### src/design/lcff_pkg.sv
`timescale 1ns / 1ps

package lcff_pkg;

	localparam logic [7:0] CHAR_CR = 8'h0d;
	localparam logic [7:0] CHAR_LF = 8'h0a;

	localparam logic [15:0] MAX_LENGTH_RST    = 16'd1024;
	localparam logic [7:0]  OVERRUN_SLACK_RST = 8'd4;
	localparam logic [15:0] IDLE_LIMIT_RST    = 16'd200;
	localparam logic        BIG_ENDIAN_RST    = 1'b1;

	localparam int CFG_INDEX_W = 2;

	typedef enum logic [CFG_INDEX_W-1:0] {
		REG_MAX_LENGTH    = 2'd0,
		REG_OVERRUN_SLACK = 2'd1,
		REG_IDLE_LIMIT    = 2'd2,
		REG_BIG_ENDIAN    = 2'd3
	} reg_index_t;

	typedef enum logic [2:0] {
		ST_NONE       = 3'd0,
		ST_DONE       = 3'd1,
		ST_BAD_LENGTH = 3'd2,
		ST_OVERRUN    = 3'd3,
		ST_IDLE       = 3'd4,
		ST_DROPPED    = 3'd5
	} status_t;

	typedef enum logic {
		MODE_DATA = 1'b0,
		MODE_IDLE = 1'b1
	} mode_t;

	typedef struct packed {
		mode_t      mode;
		logic [7:0] data_byte;
	} in_item_t;

	typedef struct packed {
		logic [7:0]  byte_echo;
		logic [9:0]  byte_position;
		status_t     status;
		logic [10:0] frame_bytes;
	} out_item_t;

endpackage

### src/design/length_crlf_frame_finder_core.sv
`timescale 1ns / 1ps
// channel  direction  handshake             payload
// in       to block   in_valid / in_stall    lcff_pkg::in_item_t
// out      from block out_valid / out_stall  lcff_pkg::out_item_t
// cfg      to block   cfg_valid / cfg_ready  cfg_index, cfg_data
//
// one result per item, registered through the input register, then the result register
// a new item is taken every cycle while the result register drains or is empty
// frame state updates in one pass between the input and result registers
// arst_n clears frame state, idle count and the valid flags, and sets the config registers to their defaults
// out_stall holds the result register; in_stall rises while it does and the input register is full
// cfg_ready is always high; writes take effect on the next item

module length_crlf_frame_finder_core #(
	parameter int BUFFER_BYTES = 1024
) (
	input  logic                                 clk,
	input  logic                                 arst_n,
	input  logic                                 in_valid,
	output logic                                 in_stall,
	input  lcff_pkg::in_item_t                   in_data,
	output logic                                 out_valid,
	input  logic                                 out_stall,
	output lcff_pkg::out_item_t                  out_data,
	input  logic                                 cfg_valid,
	output logic                                 cfg_ready,
	input  logic [lcff_pkg::CFG_INDEX_W-1:0]     cfg_index,
	input  logic [15:0]                          cfg_data
);

	localparam int CW   = $clog2(BUFFER_BYTES + 1);
	localparam int CMPW = (CW > 17) ? CW : 17;

	logic [15:0] max_length_q;
	logic [7:0]  overrun_slack_q;
	logic [15:0] idle_limit_q;
	logic        big_endian_q;

	logic [CW-1:0] held_q;
	logic [15:0]   decl_q;
	logic [7:0]    prev_q;
	logic [15:0]   idle_q;

	logic               valid_s1;
	lcff_pkg::in_item_t item_s1;
	logic               out_valid_q;
	lcff_pkg::out_item_t res_q;

	logic advance;

	// next-state and result, from the item in the input register
	logic [CW-1:0]       held_d;
	logic [15:0]         decl_d;
	logic [7:0]          prev_d;
	logic [15:0]         idle_d;
	lcff_pkg::out_item_t res_d;

	logic [CW-1:0]   held_inc;
	logic [15:0]     decl_new;
	logic [CMPW-1:0] held_ext;
	logic [CMPW-1:0] held_inc_ext;
	logic [CMPW-1:0] decl_ext;
	logic [CMPW-1:0] limit_ext;
	logic [7:0]      b;

	assign cfg_ready = 1'b1;
	assign advance   = valid_s1 && !(out_valid_q && out_stall);
	assign in_stall  = valid_s1 && !advance;
	assign out_valid = out_valid_q;
	assign out_data  = res_q;

	assign b            = item_s1.data_byte;
	assign held_inc     = held_q + CW'(1);
	assign held_ext     = CMPW'(held_q);
	assign held_inc_ext = CMPW'(held_inc);

	always_comb begin
		if (held_q == '0) begin
			decl_new = big_endian_q ? {b, 8'h00} : {8'h00, b};
		end else if (held_q == CW'(1)) begin
			decl_new = decl_q | (big_endian_q ? {8'h00, b} : {b, 8'h00});
		end else begin
			decl_new = decl_q;
		end
	end

	assign decl_ext  = CMPW'(decl_new);
	assign limit_ext = CMPW'(decl_new) + CMPW'(overrun_slack_q);

	always_comb begin
		held_d = held_q;
		decl_d = decl_q;
		prev_d = prev_q;
		idle_d = idle_q;
		res_d  = '{byte_echo: 8'h00, byte_position: 10'd0,
			status: lcff_pkg::ST_NONE, frame_bytes: 11'd0};
		if (item_s1.mode == lcff_pkg::MODE_IDLE) begin
			if (idle_q >= idle_limit_q) begin
				idle_d = '0;
				held_d = '0;
				decl_d = '0;
				prev_d = '0;
				res_d.status      = lcff_pkg::ST_IDLE;
				res_d.frame_bytes = held_ext[10:0];
			end else begin
				idle_d = idle_q + 16'd1;
			end
		end else begin
			idle_d          = '0;
			res_d.byte_echo = b;
			if (held_ext >= CMPW'(BUFFER_BYTES)) begin
				res_d.status = lcff_pkg::ST_DROPPED;
			end else begin
				res_d.byte_position = held_ext[9:0];
				held_d = held_inc;
				decl_d = decl_new;
				prev_d = b;
				// checks start once two bytes are held
				if (held_q != '0) begin
					if (decl_new >= max_length_q) begin
						res_d.status = lcff_pkg::ST_BAD_LENGTH;
					end else if (prev_q == lcff_pkg::CHAR_CR && b == lcff_pkg::CHAR_LF
						&& held_inc_ext >= decl_ext) begin
						res_d.status = lcff_pkg::ST_DONE;
					end else if (held_inc_ext > limit_ext) begin
						res_d.status = lcff_pkg::ST_OVERRUN;
					end
					if (res_d.status != lcff_pkg::ST_NONE) begin
						res_d.frame_bytes = held_inc_ext[10:0];
						held_d = '0;
						decl_d = '0;
						prev_d = '0;
					end
				end
			end
		end
	end

	always_ff @(posedge clk or negedge arst_n) begin
		if (!arst_n) begin
			max_length_q    <= lcff_pkg::MAX_LENGTH_RST;
			overrun_slack_q <= lcff_pkg::OVERRUN_SLACK_RST;
			idle_limit_q    <= lcff_pkg::IDLE_LIMIT_RST;
			big_endian_q    <= lcff_pkg::BIG_ENDIAN_RST;
		end else if (cfg_valid && cfg_ready) begin
			unique case (lcff_pkg::reg_index_t'(cfg_index))
				lcff_pkg::REG_MAX_LENGTH:    max_length_q    <= cfg_data;
				lcff_pkg::REG_OVERRUN_SLACK: overrun_slack_q <= cfg_data[7:0];
				lcff_pkg::REG_IDLE_LIMIT:    idle_limit_q    <= cfg_data;
				lcff_pkg::REG_BIG_ENDIAN:    big_endian_q    <= cfg_data[0];
				default: ;
			endcase
		end
	end

	always_ff @(posedge clk or negedge arst_n) begin
		if (!arst_n) begin
			valid_s1    <= 1'b0;
			out_valid_q <= 1'b0;
			held_q      <= '0;
			decl_q      <= '0;
			prev_q      <= '0;
			idle_q      <= '0;
		end else begin
			if (!in_stall) begin
				valid_s1 <= in_valid;
			end
			if (advance) begin
				out_valid_q <= 1'b1;
				held_q      <= held_d;
				decl_q      <= decl_d;
				prev_q      <= prev_d;
				idle_q      <= idle_d;
			end else if (!out_stall) begin
				out_valid_q <= 1'b0;
			end
		end
	end

	always_ff @(posedge clk) begin
		if (in_valid && !in_stall) begin
			item_s1 <= in_data;
		end
		if (advance) begin
			res_q <= res_d;
		end
	end

endmodule

### config.mk
export PLATFORM = sky130hd
export DESIGN_NAME = length_crlf_frame_finder_core
export DESIGN_NICKNAME = d
export VERILOG_FILES = /design/src/design/lcff_pkg.sv /design/src/design/length_crlf_frame_finder_core.sv
export SDC_FILE = /design/constraint.sdc
export NUM_CORES = 1
export LEC_CHECK = 0
export BUFFER_PORTS_ARGS = -buffer_cell sky130_fd_sc_hd__buf_2
export CAP_MARGIN = 0
export CORE_MARGIN = 2
export CORE_UTILIZATION = 48
export CTS_BUF_LIST = sky130_fd_sc_hd__clkbuf_8
export DETAILED_ROUTE_END_ITERATION = 10
export HOLD_SLACK_MARGIN = 0.1
export PLACE_DENSITY = 0.63
export SLEW_MARGIN = 20
export SYNTH_ARGS = -nofsm -noshare
export SYNTH_HDL_FRONTEND = slang
export SYNTH_SLANG_ARGS = --single-unit
### constraint.sdc
create_clock -name clk -period 6.1 [get_ports clk]
set_input_delay 1.22 -clock clk [delete_from_list [all_inputs] [get_ports clk]]
set_output_delay 1.22 -clock clk [all_outputs]
set_load 0.01 [all_outputs]
# Yosys cells after proc, flatten, opt, wreduce, memory -nomap -nowiden
# Index checks and enable logic that the tools add are counted.
dict set report totals {
  register_bits 135
  inputBits 32
  wordCells 88
  output_inout_bits 35
}
dict set report classes {
  magnitude_cmp 5
  reduce_logical 19
  n_bitwise 1
  eq_ne 9
  muxes 35
  n_addsub 3
}
# op count
set ops {}
lappend ops {{$mux 16} 11}
lappend ops {{$mux 11} 7}
lappend ops {{$mux 14} 3}
lappend ops {{$mux 8} 5}
lappend ops {{$ge 16x16->1} 2}
lappend ops {{$add 16x8->17} 1}
lappend ops {{$gt 11x17->1} 1}
lappend ops {{$add 16x1->16 const B} 1}
lappend ops {{$eq 8x4->1 const B} 2}
lappend ops {{$ge 11x16->1} 1}
lappend ops {{$or 16x16->16} 1}
lappend ops {{$mux 3} 4}
lappend ops {{$add 11x1->11 const B} 1}
lappend ops {{$eq 11x1->1 const B} 1}
lappend ops {{$ge 11x11->1 const B} 1}
lappend ops {{$logic_not 11->1} 1}
lappend ops {{$reduce_bool 11->1} 1}
lappend ops {{$reduce_and 2->1} 4}
lappend ops {{$logic_and 1x1->1} 6}
lappend ops {{$mux 2} 3}
lappend ops {{$eq 2x2->1 const B} 2}
lappend ops {{$ne 2x1->1 const B} 2}
lappend ops {{$logic_not 1->1} 3}
lappend ops {{$reduce_and 3->1} 1}
lappend ops {{6 further kinds} 7}

# Depth between registers and ports, before layout
# Gate-level depths: netlist (run 1).
dict set report logic_depth {
  depth_word 17
  mapped_depth 24
  mapped_depth_nobuf 23
}

# Worst setup path after synthesis (run 1)
# No wires, ideal clock.
dict set report synth_timing {
  kind {register to register}
  startpoint {register held_q[0]}
  endpoint {register res_q, in the netlist out_data[6], data pin}
  path_stages_with_launch 24
  synth_period_minus_slack_ns 4.702
  t_required_ns 5.827
  setup_time_ns 0.273
  path_buffers 0
  setup_slack_ns 1.398
  t_arrival_ns 4.430
  cell_sequence {dfrtp_1 > inv_1 > ha_1 > nand3b_1 > a21oi_1 > a22oi_1 > inv_1 > ha_1 > inv_1 > fa_1 > nor2b_1 > o2111ai_1 > nand3_1 > nor2_1 > xor2_1 > ha_1 > a21o_1 > a211oi_1 > nor2_1 > o41ai_1 > a2111o_1 > nand2_2 > a21oi_1 > a21oi_1}
}
# element line_no
set synth_lines {}
lappend synth_lines {{from (decl)} length_crlf_frame_finder_core.sv:39} ;# logic [CW-1:0] held_q;
lappend synth_lines {{from (signal assigned)} length_crlf_frame_finder_core.sv:170} ;# held_q <= held_d;
lappend synth_lines {{to (signal assigned)} length_crlf_frame_finder_core.sv:185} ;# res_q <= res_d;
lappend synth_lines {{to (decl)} length_crlf_frame_finder_core.sv:47} ;# lcff_pkg::out_item_t res_q;

# Worst setup path after layout (run 1)
dict set report layout_timing {
  startpoint {register held_q[1]}
  endpoint {register held_q[5]}
}
dict set report layout_via {
  elab_chain_cells 16
  word_cells_on_any_way 25
  classes_between {2 x add/sub; 4 x order compare; 2 x eq/ne; 12 x mux; 5 x reduce/logical}
}
# element line_no
set layout_rtl {}
lappend layout_rtl {{$eq 11x1->1} length_crlf_frame_finder_core.sv:80} ;# end else if (held_q == CW'(1)) begin
lappend layout_rtl {{$mux 16} length_crlf_frame_finder_core.sv:80}
lappend layout_rtl {{$mux 16} length_crlf_frame_finder_core.sv:78} ;# if (held_q == '0) begin
lappend layout_rtl {{$add 16x8->17} length_crlf_frame_finder_core.sv:88} ;# assign limit_ext = CMPW'(decl_new) + CMPW'(overrun_slack_q);
lappend layout_rtl {{$gt 11x17->1} length_crlf_frame_finder_core.sv:125} ;# end else if (held_inc_ext > limit_ext) begin
lappend layout_rtl {{$mux 2} length_crlf_frame_finder_core.sv:125}
lappend layout_rtl {{$mux 2} length_crlf_frame_finder_core.sv:122} ;# end else if (prev_q == lcff_pkg::CHAR_CR && b == lcff_pkg::CHAR_LF
lappend layout_rtl {{$mux 2} length_crlf_frame_finder_core.sv:120} ;# if (decl_new >= max_length_q) begin
lappend layout_rtl {{$mux 3} length_crlf_frame_finder_core.sv:119} ;# if (held_q != '0) begin
lappend layout_rtl {{$mux 3} length_crlf_frame_finder_core.sv:111} ;# if (held_ext >= CMPW'(BUFFER_BYTES)) begin
lappend layout_rtl {{$mux 3} length_crlf_frame_finder_core.sv:97} ;# if (item_s1.mode == lcff_pkg::MODE_IDLE) begin
lappend layout_rtl {{$reduce_bool 3->1} length_crlf_frame_finder_core.sv:128} ;# if (res_d.status != lcff_pkg::ST_NONE) begin
lappend layout_rtl {{$mux 11} length_crlf_frame_finder_core.sv:128}
lappend layout_rtl {{$mux 11} length_crlf_frame_finder_core.sv:119}
lappend layout_rtl {{$mux 11} length_crlf_frame_finder_core.sv:111}
lappend layout_rtl {{$mux 11} length_crlf_frame_finder_core.sv:97}
# Parallel ways exist; a longest one is shown, timed or not. The select of a mux whose other input is x is not followed.
# A chain may end at the register's enable or synchronous reset.

==> metrics.txt, run 1 <==
vias in the first global route=6024; CTS tree=yes; worst hold stages=2; R2R setup slack=0.56 ns; PortBufs=65; All-Layer GR Usage=0.227; hold_sp=decl_q[0]; crit path launch=held_q[1]; syn nets=880; drc violations=0; Post-CTS Setup Bufs=0; register area share after synthesis=0.467; RSZ-0062 raised after global routing=false; Max-slew headroom=0.358; GPL Wtd Cong=0.901; HPWL after DPL=13.3 mm; pin count of the biggest net entering global routing=50; ANT cells=0; routed length per instance=16.8 um; most frequent cells in the layout=nand2_1, o21ai_0, dfrtp_1; H-tree levels=4; core footprint=0.0158 mm2; final period demand of the worst path=5.54 ns; cells after synthesis=781; layout cells sized above 1=0.179; Root Buffer=clkbuf_8; Die Wd=131 um; top_reg_cell synth=dfrtp_1; Post-Route WL=18.1 mm; Final Hold Viols=0; die area=0.0170 mm2; Post-DRT Antenna Nets=0; endpoints failing setup=0; I/O Pins=67; Arrival @ worst endpoint=5.88 ns; CTS buffer count=17; CP Launch Type=flop; area added between synthesis and finish=12.8%; Final Util=0.550; via/cell ratio=5.56; most common cell after layout, fill and taps aside=nand2_1; Worst setup EP type=flop; Slew Viols, Final=0; max cap viols=0; row count=46; Netlist cell types=62; Vias=5983; # nets final=946; TritonCTS Sinks=135; setup_tns=0 ns; Reg2Reg Depth=24; initial antenna violation count=0; status=finished clean; largest family of logic cells by synthesized area=compound AO/OA/AOI/OAI gates; deepest clock path buffer count=2; post-synthesis sequential element count=135; Worst Tran Pin Value=0.959 ns; number of flops mapped to enable cells by yosys=41; Final Cycle Share=0.908; Reg clk slew, reported paths=0.08 ns; Hold WC Path Type=reg -> reg; initial DRC count=418; grt total ovfl=0; crit path kind=reg -> reg; post-synthesis cell area=0.00769 mm2; TritonRoute pass-1 iters=5; Synth Area in Adders=0.110; Fmax=181 MHz; reg2reg start=held_q[1]; CTS Hold Bufs=0; Post-CTS Resized=0; CP Data Required Time=6.44 ns; Synth Area in XOR/XNOR=0.0114; setup ws final=0.562 ns; peak supply drop=0.171 mV; Ys Warns=0; global-route wire length before repair=29.8 mm; Initial Util=0.487; Chip Height=131 um; mux contribution to synthesized area=0.0394; Post-synth ARST share=0.696; cell area power density=419 mW/mm2; simple-gate portion of the synthesized area=0.155; average size of a mapped cell=9.84 um2; skew final=0.0102 ns; Synth Area in Compound Gates=0.166; CP max FO=35; pre-CTS setup slack=0.682 ns; P_leak=4.13 nW; clk_lat worst skew=0.45 ns
-- cells by family after synthesis --
kind of cell | Yosys count
flops | 135
mux | 27
buf+inv | 97
simple gates | 237
compound gates | 207
fa+ha+maj | 67
other cells | 1
xor+xnor | 10
-- cell usage after synthesis, drive strengths merged (3+ instances only) --
cell type	number	area [um2]
a22o	3	26.3
and3	14	87.6
mux2	26	293
nor2	35	131
a21oi	45	236
nand3b	3	22.5
or2	4	25.0
nand2b	22	138
o21ai	91	459
nand4	10	68.8
and2	11	68.8
nor4	4	55.1
ha	66	826
a21o	25	188
dfrtp	88	2200
nor3	4	20.0
clkbuf	20	77.6
a211oi	6	45.0
xnor2	7	61.3
or4	3	22.5
dfstp	6	158
xor2	3	26.3
inv	68	255
a22oi	15	113
or3	5	31.3
buf	8	57.6
nand2	93	352
nor2b	4	25.0
nand3	20	100
edfxtp	41	1230
-- layer usage --
layer	vias to the layer above	part of all wire	track usage
li1	2895	-	-
met1	2895	0.46	0.297
met2	165	0.48	0.374
met3	28	0.047	0.0497
met4	0	0.019	0.0820
met5	-	0	0
-- sequential cells by signal, indices dropped and copies added, names as in the netlist, 8 cells and up --
name,count
max_length_q,16
idle_q,16
overrun_slack_q,8
decl_q,16
idle_limit_q,16
held_q,11
b,8
out_data,32
prev_q,8
-- report_power, final --
part / leakage [nW] / switching (mW) / total (mW) / internal, mW
Sequential: 1.58 / 0.122 / 1.24 / 1.12
Clock: 0.210 / 0.357 / 0.820 / 0.463
Combinational: 2.34 / 0.929 / 1.57 / 0.640
Total: 4.13 / 1.41 / 3.63 / 2.22
-- layout make-up --
| cell class | instances | area [um2] |
|---|---|---|
| clock buffer | 19 | 262 |
| clock inverter | 13 | 178 |
| fill | 1457 | 7100 |
| inverter | 69 | 259 |
| multi-input combinational | 549 | 3710 |
| sequential | 135 | 3590 |
| tap | 216 | 270 |
| timing repair buffer | 75 | 403 |
-- worst paths after layout --
check | endpoint
min reg2reg | decl_q[0]
max in group asynchronous | held_q[2]
max reg2reg | held_q[5]
min in group asynchronous | idle_q[14]
max | held_q[5]
min | decl_q[0]
-- through the flow --
step | hold slack (ns) | power (mW) | instance area [um2] | cells
detailed placement | 0.476 | 2.81 | 8230 | 1044
global placement | 0.466 | 2.74 | 8230 | 1044
global route | 0.517 | 3.92 | 8670 | 1076
CTS | 0.496 | 3.63 | 8670 | 1076
floorplan | 0.450 | 2.38 | 7690 | 781
finish | 0.492 | 3.63 | 8670 | 1076
-- critical path: stages, from the launching register on --
cell and delay, ns:
dfrtp_1 0.45, inv_1 0.13, ha_1 0.29, nand3b_1 0.14
a21oi_1 0.06, buf_4 0.17, a22oi_1 0.32, inv_1 0.12
ha_1 0.23, inv_1 0.07, fa_1 0.20, nor2b_1 0.07
o2111ai_1 0.17, nand3_1 0.12, o41ai_1 0.60, xnor2_1 0.19
ha_1 0.25, and3_1 0.15, nand3_1 0.10, o32a_1 0.17
o41ai_1 0.11, a21o_1 0.21, a31oi_4 0.78, a21oi_1 0.09
a21o_1 0.20
No activity file was read; power rests on OpenSTA's default activity.
==> run 2, diff against run 1 <==
- clock period: 6.1 -> 5.89 ns (I/O delays scaled with it)
==> metrics.txt, run 2 (synthesis results as in run 1) <==
ANT cells=0 (unchanged); Switching Power=1.47 mW (was 1.41 mW); Post-CTS Resized=0 (unchanged); Arrival @ worst endpoint=5.60 ns (was 5.88 ns); Post-DRT Antenna Nets=0 (unchanged); Root Buffer=clkbuf_8 (unchanged); I/O Pins=67 (unchanged); H-tree levels=4 (unchanged); Post-Route WL=18.1 mm (about the same); WHS=0.491 ns (was 0.492 ns); CTS Hold Bufs=0 (unchanged); Final Cycle Share=0.922 (was 0.908); Fmax=184 MHz (was 181 MHz); peak supply drop=0.212 mV (was 0.171 mV); routed length per instance=16.8 um (about the same); CTS tree=yes (unchanged); area added between synthesis and finish=12.5% (was 12.8%); final period demand of the worst path=5.43 ns (was 5.54 ns); setup_tns=0 ns (unchanged); die area=0.0170 mm2 (unchanged); cell area power density=429 mW/mm2 (was 419 mW/mm2); Reg2Reg Depth=21 (was 24); Final Util=0.548 (was 0.550); max cap viols=0 (unchanged); Pint=2.24 mW (was 2.22 mW); TritonRoute pass-1 iters=4 (was 5); CTS buffer count=17 (unchanged); All-Layer GR Usage=0.222 (was 0.227); pin count of the biggest net entering global routing=50 (unchanged); placed cells=1045 (was 1044); max reg flops=32 (unchanged); Slew Viols, Final=0 (unchanged); initial antenna violation count=0 (unchanged); Vias=6010 (was 5983); most frequent cells in the layout=nand2_1, o21ai_0, dfrtp_1 (unchanged); Final Hold Viols=0 (unchanged); Post-Layout Cell Count=1078 (was 1076); P_leak=4.14 nW (was 4.13 nW); reg2reg start=held_q[1] (unchanged); Worst setup EP type=flop (unchanged); endpoints failing setup=0 (unchanged); row count=46 (unchanged); status=finished clean (unchanged); Net Sw Frac=0.396 (was 0.388); R2R setup slack=0.46 ns (was 0.56 ns); Reg clk slew, reported paths=0.07 ns (was 0.08 ns); deepest clock path buffer count=2 (unchanged); drc violations=0 (unchanged); TritonCTS Sinks=135 (unchanged); vias in the first global route=5865 (was 6024); via/cell ratio=5.58 (was 5.56); RR Endpoint=out_data[7] (was held_q[5]); HPWL after DPL=13.2 mm (was 13.3 mm); layout cells sized above 1=0.174 (was 0.179); hold endpoint=decl_q[6] (was decl_q[0]); CP max FO=9 (was 35); Chip Height=131 um (unchanged); PortBufs=65 (unchanged); Total Power=3.71 mW (was 3.63 mW); Initial Util=0.487 (unchanged); Clock power frac=0.201 (was 0.226); RSZ-0062 raised after global routing=false (unchanged); # nets final=948 (was 946); crit path kind=reg -> reg (unchanged); Die Wd=131 um (unchanged); CP Launch Type=flop (unchanged); skew final=0.00932 ns (was 0.0102 ns); clk_lat worst skew=0.44 ns (was 0.45 ns); core footprint=0.0158 mm2 (unchanged); Hold WC Path Type=reg -> reg (unchanged); most common cell after layout, fill and taps aside=nand2_1 (unchanged); GPL Wtd Cong=0.910 (was 0.901); Worst Tran Pin Value=1.02 ns (was 0.959 ns); CP Data Required Time=6.06 ns (was 6.44 ns); Logic pwr share=0.452 (was 0.432); Post-CTS Setup Bufs=0 (unchanged); register share of total power=0.346 (was 0.342); global-route wire length before repair=29.4 mm (was 29.8 mm); initial DRC count=341 (was 418); hold_sp=decl_q[6] (was decl_q[0]); Max-slew headroom=0.315 (was 0.358); worst hold stages=2 (unchanged); grt total ovfl=0 (unchanged)
==> run 2: worst max path at each step <==
| stage | from | to | slack (ns) | cells after the start |
|---|---|---|---|---|
| 2_1_floorplan | held_q[0] | out_data[6] | 1.19 | 23 |
| 3_3_place_gp | held_q[1] | held_q[5] | 0.52 | 24 |
| 4_1_cts | held_q[1] | decl_q[11] | 0.16 | 24 |
| 5_1_grt | held_q[1] | decl_q[7] | 0.11 | 20 |
| 3_5_place_dp | held_q[1] | held_q[2] | 0.21 | 24 |
| 6_report | held_q[1] | out_data[7] | 0.46 | 21 |
==> run 2: layout make-up <==
cell class,count,area [um2]
sequential,135,3590
clock buffer,17,234
clock inverter,15,144
tap,216,270
fill,1459,7130
multi-input combinational,550,3740
timing repair buffer,76,410
inverter,69,259
==> run 2: critical path: stages, from the launching register on <==
cell and delay, ns:
dfrtp_1 0.45, inv_1 0.14, ha_1 0.32, nand3b_1 0.15
a21oi_1 0.07, buf_4 0.17, a22oi_1 0.43, inv_1 0.13
ha_1 0.24, a211oi_1 0.44, o21ai_0 0.19, a211oi_1 0.35
nor2_1 0.12, a21o_1 0.18, ha_1 0.30, a211oi_1 0.20
nor2_1 0.08, o41ai_1 0.49, a2111o_1 0.25, nand2_2 0.15
a21oi_1 0.18, a21oi_1 0.11
==> run 2: stage by stage <==
step	cell area, um2	worst slack (ns)
after floorplan	7690	1.19
after global placement	8240	0.516
after detailed placement	8240	0.208
after CTS	8620	0.161
after global routing	8640	0.113
final	8640	0.459
==> run 2: power by group through the flow <==
stage	Sequential (mW)	Combinational (mW)	Clock, mW
6_report	1.28	1.68	0.747
5_1_grt	1.31	1.88	0.807
4_1_cts	1.28	1.64	0.765
3_5_place_dp	1.30	1.63	0
3_3_place_gp	1.29	1.57	0
2_1_floorplan	1.27	1.20	0
==> run 2: metal layers <==
layer	part of all wire	wire length, um	global-route usage
met1	0.45	8210	0.297
met2	0.48	8700	0.371
met3	0.046	828	0.0358
met4	0.020	359	0.0738
met5	0	0	0
